## config.mk

```make
export PLATFORM = sky130hd
export DESIGN_NAME = brace_depth_line_indenter
export DESIGN_NICKNAME = d
export VERILOG_FILES = /design/src/rtl/bdli_pkg.sv /design/src/rtl/bdli_scan.sv /design/src/rtl/brace_depth_line_indenter.sv
export SDC_FILE = /design/constraint.sdc
export NUM_CORES = 1
export LEC_CHECK = 0
export BUFFER_PORTS_ARGS = -buffer_cell sky130_fd_sc_hd__buf_2
export CORE_ASPECT_RATIO = 1.25
export CORE_UTILIZATION = 56
export CTS_CLUSTER_SIZE = 12
export DETAILED_ROUTE_END_ITERATION = 10
export HOLD_SLACK_MARGIN = 0.12
export PLACE_DENSITY = 0.76
export SETUP_SLACK_MARGIN = 0.2
export SLEW_MARGIN = 20
export SYNTH_ARGS = -nofsm -noshare
export SYNTH_HDL_FRONTEND = slang
export SYNTH_SLANG_ARGS = --single-unit
```

## constraint.sdc

```tcl
create_clock -name clk -period 16.65 [get_ports clk]
set_clock_uncertainty 0.15 [all_clocks]
set_input_delay 2.4975 -clock clk [delete_from_list [all_inputs] [get_ports clk]]
set_output_delay 2.4975 -clock clk [all_outputs]
set_load 0.05 [all_outputs]
```

## src/rtl/bdli_pkg.sv

```systemverilog
// Package for the brace depth line indenter.
// Holds character codes, lexical modes, line kinds, the scan flag struct and defaults.
// No dependencies.
package bdli_pkg;

  localparam int unsigned CHAR_W = 16;
  localparam int unsigned TAB_W  = 5;
  localparam int unsigned KIND_W = 2;
  localparam int unsigned LVL_W  = 8;
  localparam int unsigned COL_W  = 12;

  localparam int unsigned MAX_DEPTH_DEF       = 255;
  localparam int unsigned MAX_LINE_BRACES_DEF = 4095;

  localparam logic [TAB_W-1:0] TAB_RESET = 5'd4;
  localparam logic [TAB_W-1:0] TAB_MIN   = 5'd1;
  localparam logic [TAB_W-1:0] TAB_MAX   = 5'd16;

  localparam logic [CHAR_W-1:0] CH_NL      = 16'd10;
  localparam logic [CHAR_W-1:0] CH_TAB     = 16'd9;
  localparam logic [CHAR_W-1:0] CH_SPACE   = 16'd32;
  localparam logic [CHAR_W-1:0] CH_LBRACE  = 16'd123;
  localparam logic [CHAR_W-1:0] CH_RBRACE  = 16'd125;
  localparam logic [CHAR_W-1:0] CH_HASH    = 16'd35;
  localparam logic [CHAR_W-1:0] CH_DQUOTE  = 16'd34;
  localparam logic [CHAR_W-1:0] CH_SQUOTE  = 16'd39;
  localparam logic [CHAR_W-1:0] CH_SLASH   = 16'd47;
  localparam logic [CHAR_W-1:0] CH_STAR    = 16'd42;
  localparam logic [CHAR_W-1:0] CH_BSLASH  = 16'd92;

  localparam logic [1:0] MODE_NORMAL = 2'd0;
  localparam logic [1:0] MODE_BLOCK  = 2'd1;
  localparam logic [1:0] MODE_STRING = 2'd2;
  localparam logic [1:0] MODE_CHAR   = 2'd3;

  localparam logic [KIND_W-1:0] KIND_BLANK   = 2'd0;
  localparam logic [KIND_W-1:0] KIND_DROPPED = 2'd1;
  localparam logic [KIND_W-1:0] KIND_PREPROC = 2'd2;
  localparam logic [KIND_W-1:0] KIND_CODE    = 2'd3;

  typedef struct packed {
    logic [1:0] mode;
    logic       escape;
    logic       slash;
    logic       star;
    logic       rest_comment;
  } scan_state_t;

  function automatic logic [TAB_W-1:0] clamp_tab(input logic [TAB_W-1:0] v);
    logic [TAB_W-1:0] r;
    r = v;
    if (v < TAB_MIN) r = TAB_MIN;
    if (v > TAB_MAX) r = TAB_MAX;
    return r;
  endfunction

endpackage

```

## src/rtl/bdli_scan.sv

```systemverilog
// Lexical scanner step for one character of a line.
// Computes the next comment and literal flags and flags brace hits. Uses bdli_pkg.
module bdli_scan
  import bdli_pkg::*;
(
  input  logic [CHAR_W-1:0] char_code,
  input  scan_state_t       st,
  output scan_state_t       st_nxt,
  output logic              open_hit,
  output logic              close_hit
);

  logic             taken;
  logic [CHAR_W-1:0] quote;

  always_comb begin
    st_nxt    = st;
    open_hit  = 1'b0;
    close_hit = 1'b0;
    taken     = 1'b0;
    quote     = (st.mode == MODE_STRING) ? CH_DQUOTE : CH_SQUOTE;
    if (!st.rest_comment) begin
      unique case (st.mode) inside
        MODE_BLOCK: begin
          if (st.star && char_code == CH_SLASH) begin
            st_nxt.mode = MODE_NORMAL;
            st_nxt.star = 1'b0;
          end else begin
            st_nxt.star = (char_code == CH_STAR);
          end
        end
        MODE_STRING, MODE_CHAR: begin
          if (st.escape) begin
            st_nxt.escape = 1'b0;
          end else if (char_code == CH_BSLASH) begin
            st_nxt.escape = 1'b1;
          end else if (char_code == quote) begin
            st_nxt.mode = MODE_NORMAL;
          end
        end
        default: begin
          if (st.slash) begin
            st_nxt.slash = 1'b0;
            if (char_code == CH_SLASH) begin
              st_nxt.rest_comment = 1'b1;
              taken = 1'b1;
            end else if (char_code == CH_STAR) begin
              st_nxt.mode = MODE_BLOCK;
              st_nxt.star = 1'b0;
              taken = 1'b1;
            end
          end
          if (!taken) begin
            if (char_code == CH_SLASH) begin
              st_nxt.slash = 1'b1;
            end else if (char_code == CH_DQUOTE) begin
              st_nxt.mode   = MODE_STRING;
              st_nxt.escape = 1'b0;
            end else if (char_code == CH_SQUOTE) begin
              st_nxt.mode   = MODE_CHAR;
              st_nxt.escape = 1'b0;
            end else if (char_code == CH_LBRACE) begin
              open_hit = 1'b1;
            end else if (char_code == CH_RBRACE) begin
              close_hit = 1'b1;
            end
          end
        end
      endcase
    end
  end

endmodule

```

## src/rtl/brace_depth_line_indenter.sv

```systemverilog
// Top level of the brace depth line indenter.
// Holds the input register, line state, brace counters and result register.
// Uses bdli_pkg and bdli_scan.
//
// Usage: characters of source text enter on in_char_code with in_valid/in_stall.
// A transaction is accepted at a rising edge with in_valid high and in_stall low.
// Each newline character produces one result transaction on the out_ channel
// (line kind, indent level, indent columns, depth after the line); other
// characters produce none. The tab size register is written through cfg_wr_en
// and cfg_tab_size; the user must write it only while the block is idle (not
// enforced by the block); values are clamped to 1..16. A newline passes through
// the input register and then the result register to out_valid, the only stages.
// One character per cycle is taken unless a stalled result holds a newline. When
// the receiver stalls, the result holds and a following newline waits in the
// input register; other characters keep flowing until a second newline is
// reached, then in_stall rises. Synchronous active-low reset clears the scan
// state, depth, tab size (to 4) and both valid flags.
module brace_depth_line_indenter
  import bdli_pkg::*;
#(
  parameter int unsigned MAX_DEPTH       = MAX_DEPTH_DEF,
  parameter int unsigned MAX_LINE_BRACES = MAX_LINE_BRACES_DEF
) (
  input  logic              clk,
  input  logic              rst_n,
  input  logic              in_valid,
  output logic              in_stall,
  input  logic [CHAR_W-1:0] in_char_code,
  output logic              out_valid,
  input  logic              out_stall,
  output logic [KIND_W-1:0] out_line_kind,
  output logic [LVL_W-1:0]  out_indent_level,
  output logic [COL_W-1:0]  out_indent_columns,
  output logic [LVL_W-1:0]  out_depth_after,
  input  logic              cfg_wr_en,
  input  logic [TAB_W-1:0]  cfg_tab_size
);

  localparam int unsigned DEPTH_W = $clog2(MAX_DEPTH + 1);
  localparam int unsigned BR_W    = $clog2(MAX_LINE_BRACES + 1);
  localparam int unsigned EXT_W   = (DEPTH_W > LVL_W) ? DEPTH_W : LVL_W;
  localparam int unsigned SUM_W   = ((DEPTH_W > BR_W) ? DEPTH_W : BR_W) + 2;
  localparam int unsigned PROD_W  = LVL_W + TAB_W;

  logic              in_v_r;
  logic [CHAR_W-1:0] char_r;
  logic [TAB_W-1:0]  tab_r;

  scan_state_t       scan_r, scan_nxt, scan_step;
  logic              has_content_r, has_content_nxt;
  logic              preproc_r, preproc_nxt;
  logic              starts_close_r, starts_close_nxt;
  logic              prev_blank_r, prev_blank_nxt;
  logic [DEPTH_W-1:0] depth_r, depth_nxt;
  logic [BR_W-1:0]   open_r, open_nxt;
  logic [BR_W-1:0]   close_r, close_nxt;

  logic              out_v_r;
  logic [KIND_W-1:0] kind_r, kind_nxt;
  logic [LVL_W-1:0]  level_r, level_nxt;
  logic [COL_W-1:0]  cols_r, cols_nxt;
  logic [LVL_W-1:0]  dafter_r, dafter_nxt;

  logic              is_nl, is_blank, do_scan, open_hit, close_hit;
  logic              out_free, process;
  logic [EXT_W-1:0]  level_ext, depth_ext;
  logic signed [SUM_W-1:0] depth_sum;
  logic [PROD_W-1:0] prod;

  bdli_scan u_scan (
    .char_code (char_r),
    .st        (scan_r),
    .st_nxt    (scan_step),
    .open_hit  (open_hit),
    .close_hit (close_hit)
  );

  assign is_nl    = (char_r == CH_NL);
  assign is_blank = (char_r == CH_SPACE) || (char_r == CH_TAB);
  assign out_free = !out_v_r || !out_stall;
  assign process  = in_v_r && (!is_nl || out_free);
  assign in_stall = in_v_r && !process;

  assign depth_sum = $signed(SUM_W'(depth_r)) + $signed(SUM_W'(open_r))
                   - $signed(SUM_W'(close_r));
  assign depth_ext = EXT_W'(depth_r);

  always_comb begin
    scan_nxt         = scan_r;
    has_content_nxt  = has_content_r;
    preproc_nxt      = preproc_r;
    starts_close_nxt = starts_close_r;
    prev_blank_nxt   = prev_blank_r;
    depth_nxt        = depth_r;
    open_nxt         = open_r;
    close_nxt        = close_r;
    do_scan          = 1'b0;
    kind_nxt         = KIND_CODE;
    level_ext        = '0;
    if (is_nl) begin
      if (!has_content_r) begin
        kind_nxt       = prev_blank_r ? KIND_DROPPED : KIND_BLANK;
        prev_blank_nxt = 1'b1;
      end else if (preproc_r) begin
        kind_nxt       = KIND_PREPROC;
        prev_blank_nxt = 1'b0;
      end else begin
        kind_nxt       = KIND_CODE;
        prev_blank_nxt = 1'b0;
        level_ext      = depth_ext;
        if (starts_close_r && depth_r != '0) begin
          level_ext = EXT_W'(depth_r - 1'b1);
        end
        if (depth_sum[SUM_W-1]) begin
          depth_nxt = '0;
        end else if (depth_sum > SUM_W'(MAX_DEPTH)) begin
          depth_nxt = DEPTH_W'(MAX_DEPTH);
        end else begin
          depth_nxt = depth_sum[DEPTH_W-1:0];
        end
      end
      scan_nxt.slash        = 1'b0;
      scan_nxt.star         = 1'b0;
      scan_nxt.rest_comment = 1'b0;
      has_content_nxt       = 1'b0;
      preproc_nxt           = 1'b0;
      starts_close_nxt      = 1'b0;
      open_nxt              = '0;
      close_nxt             = '0;
    end else if (!has_content_r) begin
      if (!is_blank) begin
        has_content_nxt = 1'b1;
        if (char_r == CH_HASH) begin
          preproc_nxt = 1'b1;
        end else begin
          starts_close_nxt = (char_r == CH_RBRACE);
          do_scan          = 1'b1;
        end
      end
    end else if (!preproc_r) begin
      do_scan = 1'b1;
    end
    if (do_scan) begin
      scan_nxt = scan_step;
      if (open_hit && open_r < BR_W'(MAX_LINE_BRACES)) begin
        open_nxt = open_r + 1'b1;
      end
      if (close_hit && close_r < BR_W'(MAX_LINE_BRACES)) begin
        close_nxt = close_r + 1'b1;
      end
    end
    level_nxt  = (level_ext > EXT_W'(8'hFF)) ? 8'hFF : level_ext[LVL_W-1:0];
    prod       = PROD_W'(level_nxt) * PROD_W'(tab_r);
    cols_nxt   = prod[COL_W-1:0];
    dafter_nxt = (EXT_W'(depth_nxt) > EXT_W'(8'hFF)) ? 8'hFF
               : LVL_W'(EXT_W'(depth_nxt));
  end

  always_ff @(posedge clk) begin
    if (!rst_n) begin
      in_v_r         <= 1'b0;
      tab_r          <= TAB_RESET;
      scan_r         <= '0;
      has_content_r  <= 1'b0;
      preproc_r      <= 1'b0;
      starts_close_r <= 1'b0;
      prev_blank_r   <= 1'b0;
      depth_r        <= '0;
      open_r         <= '0;
      close_r        <= '0;
      out_v_r        <= 1'b0;
    end else begin
      if (cfg_wr_en) begin
        tab_r <= clamp_tab(cfg_tab_size);
      end
      if (!in_stall) begin
        in_v_r <= in_valid;
      end
      if (process) begin
        scan_r         <= scan_nxt;
        has_content_r  <= has_content_nxt;
        preproc_r      <= preproc_nxt;
        starts_close_r <= starts_close_nxt;
        prev_blank_r   <= prev_blank_nxt;
        depth_r        <= depth_nxt;
        open_r         <= open_nxt;
        close_r        <= close_nxt;
      end
      if (process && is_nl) begin
        out_v_r <= 1'b1;
      end else if (!out_stall) begin
        out_v_r <= 1'b0;
      end
    end
  end

  always_ff @(posedge clk) begin
    if (!in_stall && in_valid) begin
      char_r <= in_char_code;
    end
    if (process && is_nl) begin
      kind_r   <= kind_nxt;
      level_r  <= level_nxt;
      cols_r   <= cols_nxt;
      dafter_r <= dafter_nxt;
    end
  end

  assign out_valid          = out_v_r;
  assign out_line_kind      = kind_r;
  assign out_indent_level   = level_r;
  assign out_indent_columns = cols_r;
  assign out_depth_after    = dafter_r;

  a_depth_bound: assert property (@(posedge clk) disable iff (!rst_n)
    EXT_W'(depth_r) <= EXT_W'(MAX_DEPTH))
    else $error("brace depth above its limit");

  a_no_indent_off_code: assert property (@(posedge clk) disable iff (!rst_n)
    out_v_r && kind_r != KIND_CODE |-> level_r == '0 && cols_r == '0)
    else $error("indent given on a line that is not code");

  a_reset_clears_out: assert property (@(posedge clk)
    $past(!rst_n) |-> !out_v_r && !in_v_r)
    else $error("valid flag set right after reset");

endmodule
```

==> results.ini, run 1 <==
[outcome]
status = finished, violations left
violations = DRC

[logic_synthesis]
synth_ff_type = dfxtp_1
syn_nets = 797
synth_top_cells_by_area = edfxtp_1, dfxtp_1, fa_1, ha_1, inv_1
synth.yosys.seq_area_share = 0.364
synth.avg_cell_area_sq_um = 9.22
yosys.cell_types.count = 67
synth_edf_count = 46
synth_top_area_share = 0.213
yosys-top-cells-count = inv_1, nand2_1, dfxtp_1
yosys_warnings = 0
synth_cells = 704
yosys_register_bits = 95
synthArstFlopShare = 0
synth_area_leader_cell = edfxtp_1
synthesis.area_sq_um = 6490
synthMostInstantiatedCell = inv_1

[die]
ios = 58
rows = 43
die_x_um = 98.3
dieArea_sq_um = 12000
start_util = 0.580
dieHeight_um = 122
core-area_sq_um = 11200

[drt]
drt_iter0_drc = 282
wl_per_cell_um = 16.2
dr.pass1.iters = 11
ant_nets = 0
vias = 5358
drc = 8
routed_via_density = 6.02
wirelength_mm = 14.4

[grt]
overflow = 0
antenna_found_initial = 0
grt_start_max_net_pins = 34
grt_pass1_vias = 5221
grt_pass1_wl_mm = 24.1
grt_use_total = 0.250

[cts]
clkSlewWorstSetupHoldPaths_ns = 0.07
clk_path_buf_depth = 2
hold_buffers = 0
insertion_delay_ns = 0.35
cts.sinks = 95
numCtsBuffers = 9
post_cts_buffers = 0
cts_tree = yes
cts-root-buf = clkbuf_16
cts_resized = 0
htree_levels = 3

[placement]
globalplace.congestion = 0.898
dp.cells = 874
post-dp-hpwl_mm = 11.1
port_buffers = 57

[critical_path]
cpMostUsedCell = fa_1
critPathMaxStageDelay_ns = 0.64
crit_slowest_cell = a211oi_1
crit_buf_inv = 1
crit_chain = or4_4 > nor4_4 > nand3_1 > a211oi_1 > nand2_1 > fa_1 > fa_1 > fa_1 > inv_1 > ha_1 > a21oi_1 > o21ai_0 > o41ai_1 > o21ai_0 > xnor2_1
cp_max_fo = 16
worstPathArrival_ns = 6.03
crit_family = adder cells
endpoint_kind = flop
path_class = reg2reg
required_ns = 16.60
cp-start-kind = flop

[timing]
worst_pin_slew_ns = 0.899
fmax_mhz = 164
final_max_slew_viol_count = 0
period_share = 0.365
rsz0062_at_grt = no
setup_violations = 0
period_needed_ns = 6.08
hold_viol_final = 0
maxSlewHeadroom = 0.398
tns_ns = 0

[job]
drv_cap = 0

[finish]
drive_gt1_frac = 0.131
fin_cells = 890
area_delta_synth_final_pct = 10.1
antennaDiodeCount = 0
nets = 843

[power_and_ir_drop]
p_leak_nw = 2.90
max-vdd-ir-drop_mv = 0.0562
power_density_nw_per_um2 = 66.6

[hold_path]
hold_class = reg2reg

## metal layers
layer / vias up / track usage / wire length (um)
li1: 2588 / - / -
met1: 2577 / 0.289 / 6020
met2: 155 / 0.463 / 7360
met3: 38 / 0.0347 / 618
met4: 0 / 0.106 / 438
met5: - / 0 / 0
## through the flow
stage	hold slack (ns)	worst slack [ns]	area (sq um)	total power, mW	utilization
2_1_floorplan	0.287	10.66	6490	0.267	-
3_3_place_gp	0.298	10.71	6840	0.272	0.611
3_5_place_dp	0.314	10.58	6840	0.273	0.611
4_1_cts	0.325	10.57	7140	0.478	0.638
5_1_grt	0.349	10.11	7140	0.489	0.638
6_report	0.324	10.57	7140	0.476	0.638
## final timing paths
kind	startpoint	end	slack, ns	depth (start not counted)
worst min register to register	scan_r[1]	scan_r[1]	0.32	2
worst min-delay path	scan_r[1]	scan_r[1]	0.32	2
worst max-delay path	char_r[9]	out_indent_columns[11]	10.57	15
worst max register to register	char_r[9]	out_indent_columns[11]	10.57	15
## power by group
part / switching, mW / internal (mW)
logic: 0.00863 / 0.00632
registers: 0.00547 / 0.248
clock network: 0.0872 / 0.121
## area by class of cell
cell class / instances / area (sq um)
repair buffers: 57 / 285
well taps: 135 / 169
clock inverters: 5 / 57.6
inverters: 75 / 282
fillers: 937 / 4050
clock buffers: 11 / 243
multi-input cells: 512 / 3750
flip-flops and latches: 95 / 2360
## worst min-delay path: cells and delay by family, from the launching register on
family	cells	cell delay [ns]
AO/OA/AOI/OAI	1	0.06
flip-flops	1	0.31
AND/OR/NAND/NOR	1	0.05
## cell families after synthesis
kind of cell | share of synthesized area
simple gates | 0.221
xor+xnor | 0.0392
flops | 0.364
compound gates | 0.145
mux | 0.0125
fa+ha+maj | 0.159
buf+inv | 0.0588
## cells in the final DEF (no fill, tap or decap), drive strengths merged, types with 13 or more instances in the layout
cell	count
and2	28
nor3	26
a21oi	26
nor4	16
xnor2	22
nand2	73
and3	13
nor2	38
nand3	32
ha	41
buf	57
edfxtp	46
o21ai	43
fa	26
dfxtp	49
inv	75
## registers in the layout, indices dropped and copies added (netlist names), 2 cells and up
register	flops
out_line_kind	2
tab_r	5
depth_ext	8
out_indent_level	8
char_r	16
open_r	12
out_depth_after	8
scan_r	6
close_r	12
out_indent_columns	12
(Power assumes the default switching activity.)
==> inputs of run 2 (changes only) <==
CORE_UTILIZATION = 55   (was 56)
PLACE_DENSITY = 0.78   (was 0.76)
clock period = 5.2 ns   (was 16.65 ns; I/O delays follow)
==> results.ini, run 2 (synthesized netlist as in run 1, its figures left out) <==
[drt]
wirelength_mm = 15.2
routed_via_density = 6.00
wl_per_cell_um = 16.6
drt_iter0_drc = 271
ant_nets = 0
dr.pass1.iters = 5
drc = 0
vias = 5496

[job]
drv_cap = 0

[die]
dieHeight_um = 123
core-area_sq_um = 11600
ios = 58
die_x_um = 99.1
start_util = 0.561
dieArea_sq_um = 12200
rows = 44

[finish]
mostFrequentLayoutCells = inv_1, nand2_1, buf_2
mostFrequentLayoutCell = inv_1
nets = 867
antennaDiodeCount = 0
largest_reg_flops = 16
fin_cells = 916
largest_register = char_r
area_delta_synth_final_pct = 16.4
drive_gt1_frac = 0.193
fin_area_sq_um = 7550
final_util = 0.653
multiInputGateArea_sq_um = 3950
fill_cells = 882
seqCellArea_sq_um = 2360

[power_and_ir_drop]
combPwrFrac = 0.037
clkPwrFrac = 0.448
p_seq_frac = 0.515
power_density_nw_per_um2 = 207
sw_frac_of_total = 0.211
max-vdd-ir-drop_mv = 0.201
p_leak_nw = 3.07
p_int_mw = 1.24
p_switching_mw = 0.330

[outcome]
status = finished, final reports clean

[cts]
numCtsBuffers = 9
htree_levels = 3
insertion_delay_ns = 0.35
hold_buffers = 0
cts.sinks = 95
clkSlewWorstSetupHoldPaths_ns = 0.07
cts-root-buf = clkbuf_16
clk_path_buf_depth = 2
cts_tree = yes

[timing]
worst_pin_slew_ns = 0.826
period_share = 0.957
setup_violations = 0
maxSlewHeadroom = 0.447
fin_ws_ns = 0.224
fmax_mhz = 201
tns_ns = 0
hold_viol_final = 0
rsz0062_at_grt = yes
final_max_slew_viol_count = 0
period_needed_ns = 4.98

[hold_path]
hold_class = reg2reg

[grt]
grt_start_max_net_pins = 29
grt_pass1_wl_mm = 24.4
overflow = 0
grt_pass1_vias = 5318
antenna_found_initial = 0
grt_use_total = 0.254

[placement]
post-dp-hpwl_mm = 11.3
place_ws_ns = -0.0149
place_area_sq_um = 7030
port_buffers = 57
dp.cells = 893
globalplace.congestion = 0.925

[critical_path]
required_ns = 5.15
path_class = reg2reg
cp_max_fo = 7
cp-start-kind = flop
worstPathArrival_ns = 4.93
endpoint_kind = flop

## run 2: cell types whose count changed in the layout (fill, tap and decap cells not counted), sizes merged
cell      change
buf          +24
clkbuf        -2
clkinv        -2
bufinv        +1
clkinvlp      +1
inv           +1
## run 2: per-layer routing
layer  GRT usage  up-vias  routed length, um
li1            -     2633                  -
met1       0.271     2607               5850
met2       0.485      216               8010
met3      0.0458       40                865
met4       0.115        0                442
met5           0        -                  0
## run 2: area by class of cell
class | count | share of cell area
Timing Repair Buffer | 81 | 0.0621
Tap cell | 138 | 0.0229
Multi-Input combinational cell | 512 | 0.523
Sequential cell | 95 | 0.313
Inverter | 75 | 0.0373
Clock inverter | 6 | 0.0113
Clock buffer | 9 | 0.0298
## run 2: power by group through the flow
stage                     clock network (mW)  registers (mW)  logic (mW)
after floorplan                            0           0.817      0.0368
after global placement                     0           0.821      0.0552
after detailed placement                   0           0.822      0.0563
after CTS                              0.706           0.806      0.0568
after global routing                   0.734           0.807      0.0626
final                                  0.702           0.806      0.0575
## run 2: timing repair
item / 4_1_cts / 5_1_grt
pin swaps: 5 / 31
buffers inserted: 2 / 6
resized for setup: 5 / 26
setup endpoints to repair: 4 / 5
## run 2: path summary, 6_finish.rpt
kind / endpoint / slack (ns) / cells after the start / startpoint
setup / recovery: out_indent_columns[11] / 0.22 / 16 / char_r[13]
hold / removal: scan_r[1] / 0.33 / 2 / scan_r[1]
setup reg to reg: out_indent_columns[11] / 0.22 / 16 / char_r[13]
hold reg to reg: scan_r[1] / 0.33 / 2 / scan_r[1]
## run 2: per-stage QoR
step	total power, mW	hold WS, ns
2_1_floorplan	0.854	0.287
3_3_place_gp	0.876	0.308
3_5_place_dp	0.878	0.324
4_1_cts	1.57	0.333
5_1_grt	1.60	0.344
6_report	1.57	0.329
## run 2: worst max-delay path, cell delays in order (launching register included)
cell and delay (ns):
edfxtp_1 0.36, or4_4 0.58, nor4_4 0.30, nand3_4 0.24, nor2_4 0.21, and2_4 0.17
fa_1 0.43, fa_1 0.53, inv_1 0.08, fa_1 0.53, inv_1 0.07, ha_4 0.27
nand2_2 0.09, o21ai_4 0.07, o41ai_4 0.38, o21ai_1 0.13, xnor2_1 0.15
==> inputs of run 3 (changes only) <==
CTS_CLUSTER_DIAMETER = 200   (was not set)
MAX_ROUTING_LAYER = met4   (was not set)
==> results.ini, run 3 (synthesized netlist as in run 1, its figures left out) <==
[finish]
drive_gt1_frac = 0.193
antennaDiodeCount = 0
largest_register = char_r
mostFrequentLayoutCells = inv_1, nand2_1, buf_2
nets = 867
mostFrequentLayoutCell = inv_1
largest_reg_flops = 16
fin_cells = 916
final_util = 0.653
area_delta_synth_final_pct = 16.4

[placement]
post-dp-hpwl_mm = 11.3
globalplace.congestion = 0.942
dp.cells = 893
port_buffers = 57

[critical_path]
worstPathArrival_ns = 4.91
path_class = reg2reg
cp-start-kind = flop
required_ns = 5.15
r2r_slack_ns = 0.23
endpoint_kind = flop
cp_max_fo = 7
timing.rr.start = char_r[13]
r2r-end = out_indent_columns[11]
ff2ff_path_depth = 16

[grt]
grt_start_max_net_pins = 29
grt_pass1_wl_mm = 24.4
grt_pass1_vias = 5318
grt_use_total = 0.261
antenna_found_initial = 0
overflow = 0

[hold_path]
hold-path-endpoint = scan_r[1]
hold_class = reg2reg
min_path_cells = 2
hold_start = scan_r[1]

[die]
rows = 44
core-area_sq_um = 11600
dieHeight_um = 123
ios = 58
dieArea_sq_um = 12200
start_util = 0.561
die_x_um = 99.1

[cts]
clkSlewWorstSetupHoldPaths_ns = 0.07
htree_levels = 3
cts_tree = yes
numCtsBuffers = 9
cts.sinks = 95
insertion_delay_ns = 0.34
clk_path_buf_depth = 2
cts-root-buf = clkbuf_16
hold_buffers = 0

[outcome]
status = finished, final reports clean

[timing]
hold_viol_final = 0
rsz0062_at_grt = yes
tns_ns = 0
fmax_mhz = 201
maxSlewHeadroom = 0.422
holdWs_ns = 0.331
period_needed_ns = 4.97
final_max_slew_viol_count = 0
worst_pin_slew_ns = 0.863
period_share = 0.955
setup_violations = 0

[drt]
routed_via_density = 6.00
dr.pass1.iters = 5
wl_per_cell_um = 16.6
wirelength_mm = 15.2
ant_nets = 0
vias = 5493
drt_iter0_drc = 277
drc = 0

[job]
drv_cap = 0

[power_and_ir_drop]
power_density_nw_per_um2 = 207
max-vdd-ir-drop_mv = 0.201
total_power_mw = 1.56
p_leak_nw = 3.07

## run 3: critical path: stages, from the launching register on
cell and delay [ns]:
edfxtp_1 0.36, or4_4 0.58, nor4_4 0.30, nand3_4 0.23, nor2_4 0.21, and2_4 0.17
fa_1 0.43, fa_1 0.53, inv_1 0.08, fa_1 0.53, inv_1 0.07, ha_4 0.27
nand2_2 0.09, o21ai_4 0.07, o41ai_4 0.38, o21ai_1 0.13, xnor2_1 0.15
## run 3: through the flow
step                cell area (sq um)  setup WS [ns]
floorplan                        6560          0.208
global placement                 7030          0.126
detailed placement               7030        -0.0149
CTS                              7380          0.195
global route                     7550         0.0440
finish                           7550          0.235
## run 3: metal layers
| metal | vias to the layer above | share of wire | global-route usage |
|---|---|---|---|
| li1 | 2632 | - | - |
| met1 | 2628 | 0.39 | 0.270 |
| met2 | 196 | 0.53 | 0.485 |
| met3 | 37 | 0.051 | 0.0475 |
| met4 | 0 | 0.027 | 0.116 |
| met5 | - | 0 | - |
## run 3: report_power, final
| group | internal (mW) | switching [mW] |
|---|---|---|
| Sequential | 0.793 | 0.0126 |
| Combinational | 0.0243 | 0.0333 |
| Clock | 0.418 | 0.283 |
## run 3: timing repair
action                     CTS  global route
resized for setup            5            26
buffers inserted             2             6
setup endpoints to repair    4             5
pin swaps                    5            31
## run 3: final cells by class
type | instances | area (sq um)
fillers | 882 | 4010
inverters | 75 | 282
repair buffers | 81 | 469
flip-flops and latches | 95 | 2360
clock buffers | 9 | 225
clock inverters | 6 | 85.1
well taps | 138 | 173
multi-input cells | 512 | 3950
## run 3: how the worst max path moves through the flow
stage / depth (start not counted) / slack, ns / endpoint / start
after CTS: 20 / 0.19 / out_indent_columns[11] / depth_ext[1]
after global routing: 16 / 0.04 / out_indent_columns[10] / char_r[13]
after global placement: 15 / 0.13 / out_indent_columns[11] / char_r[14]
final: 16 / 0.23 / out_indent_columns[11] / char_r[13]
after detailed placement: 15 / -0.01 / out_indent_columns[11] / char_r[14]
after floorplan: 17 / 0.21 / out_indent_columns[11] / char_r[14]
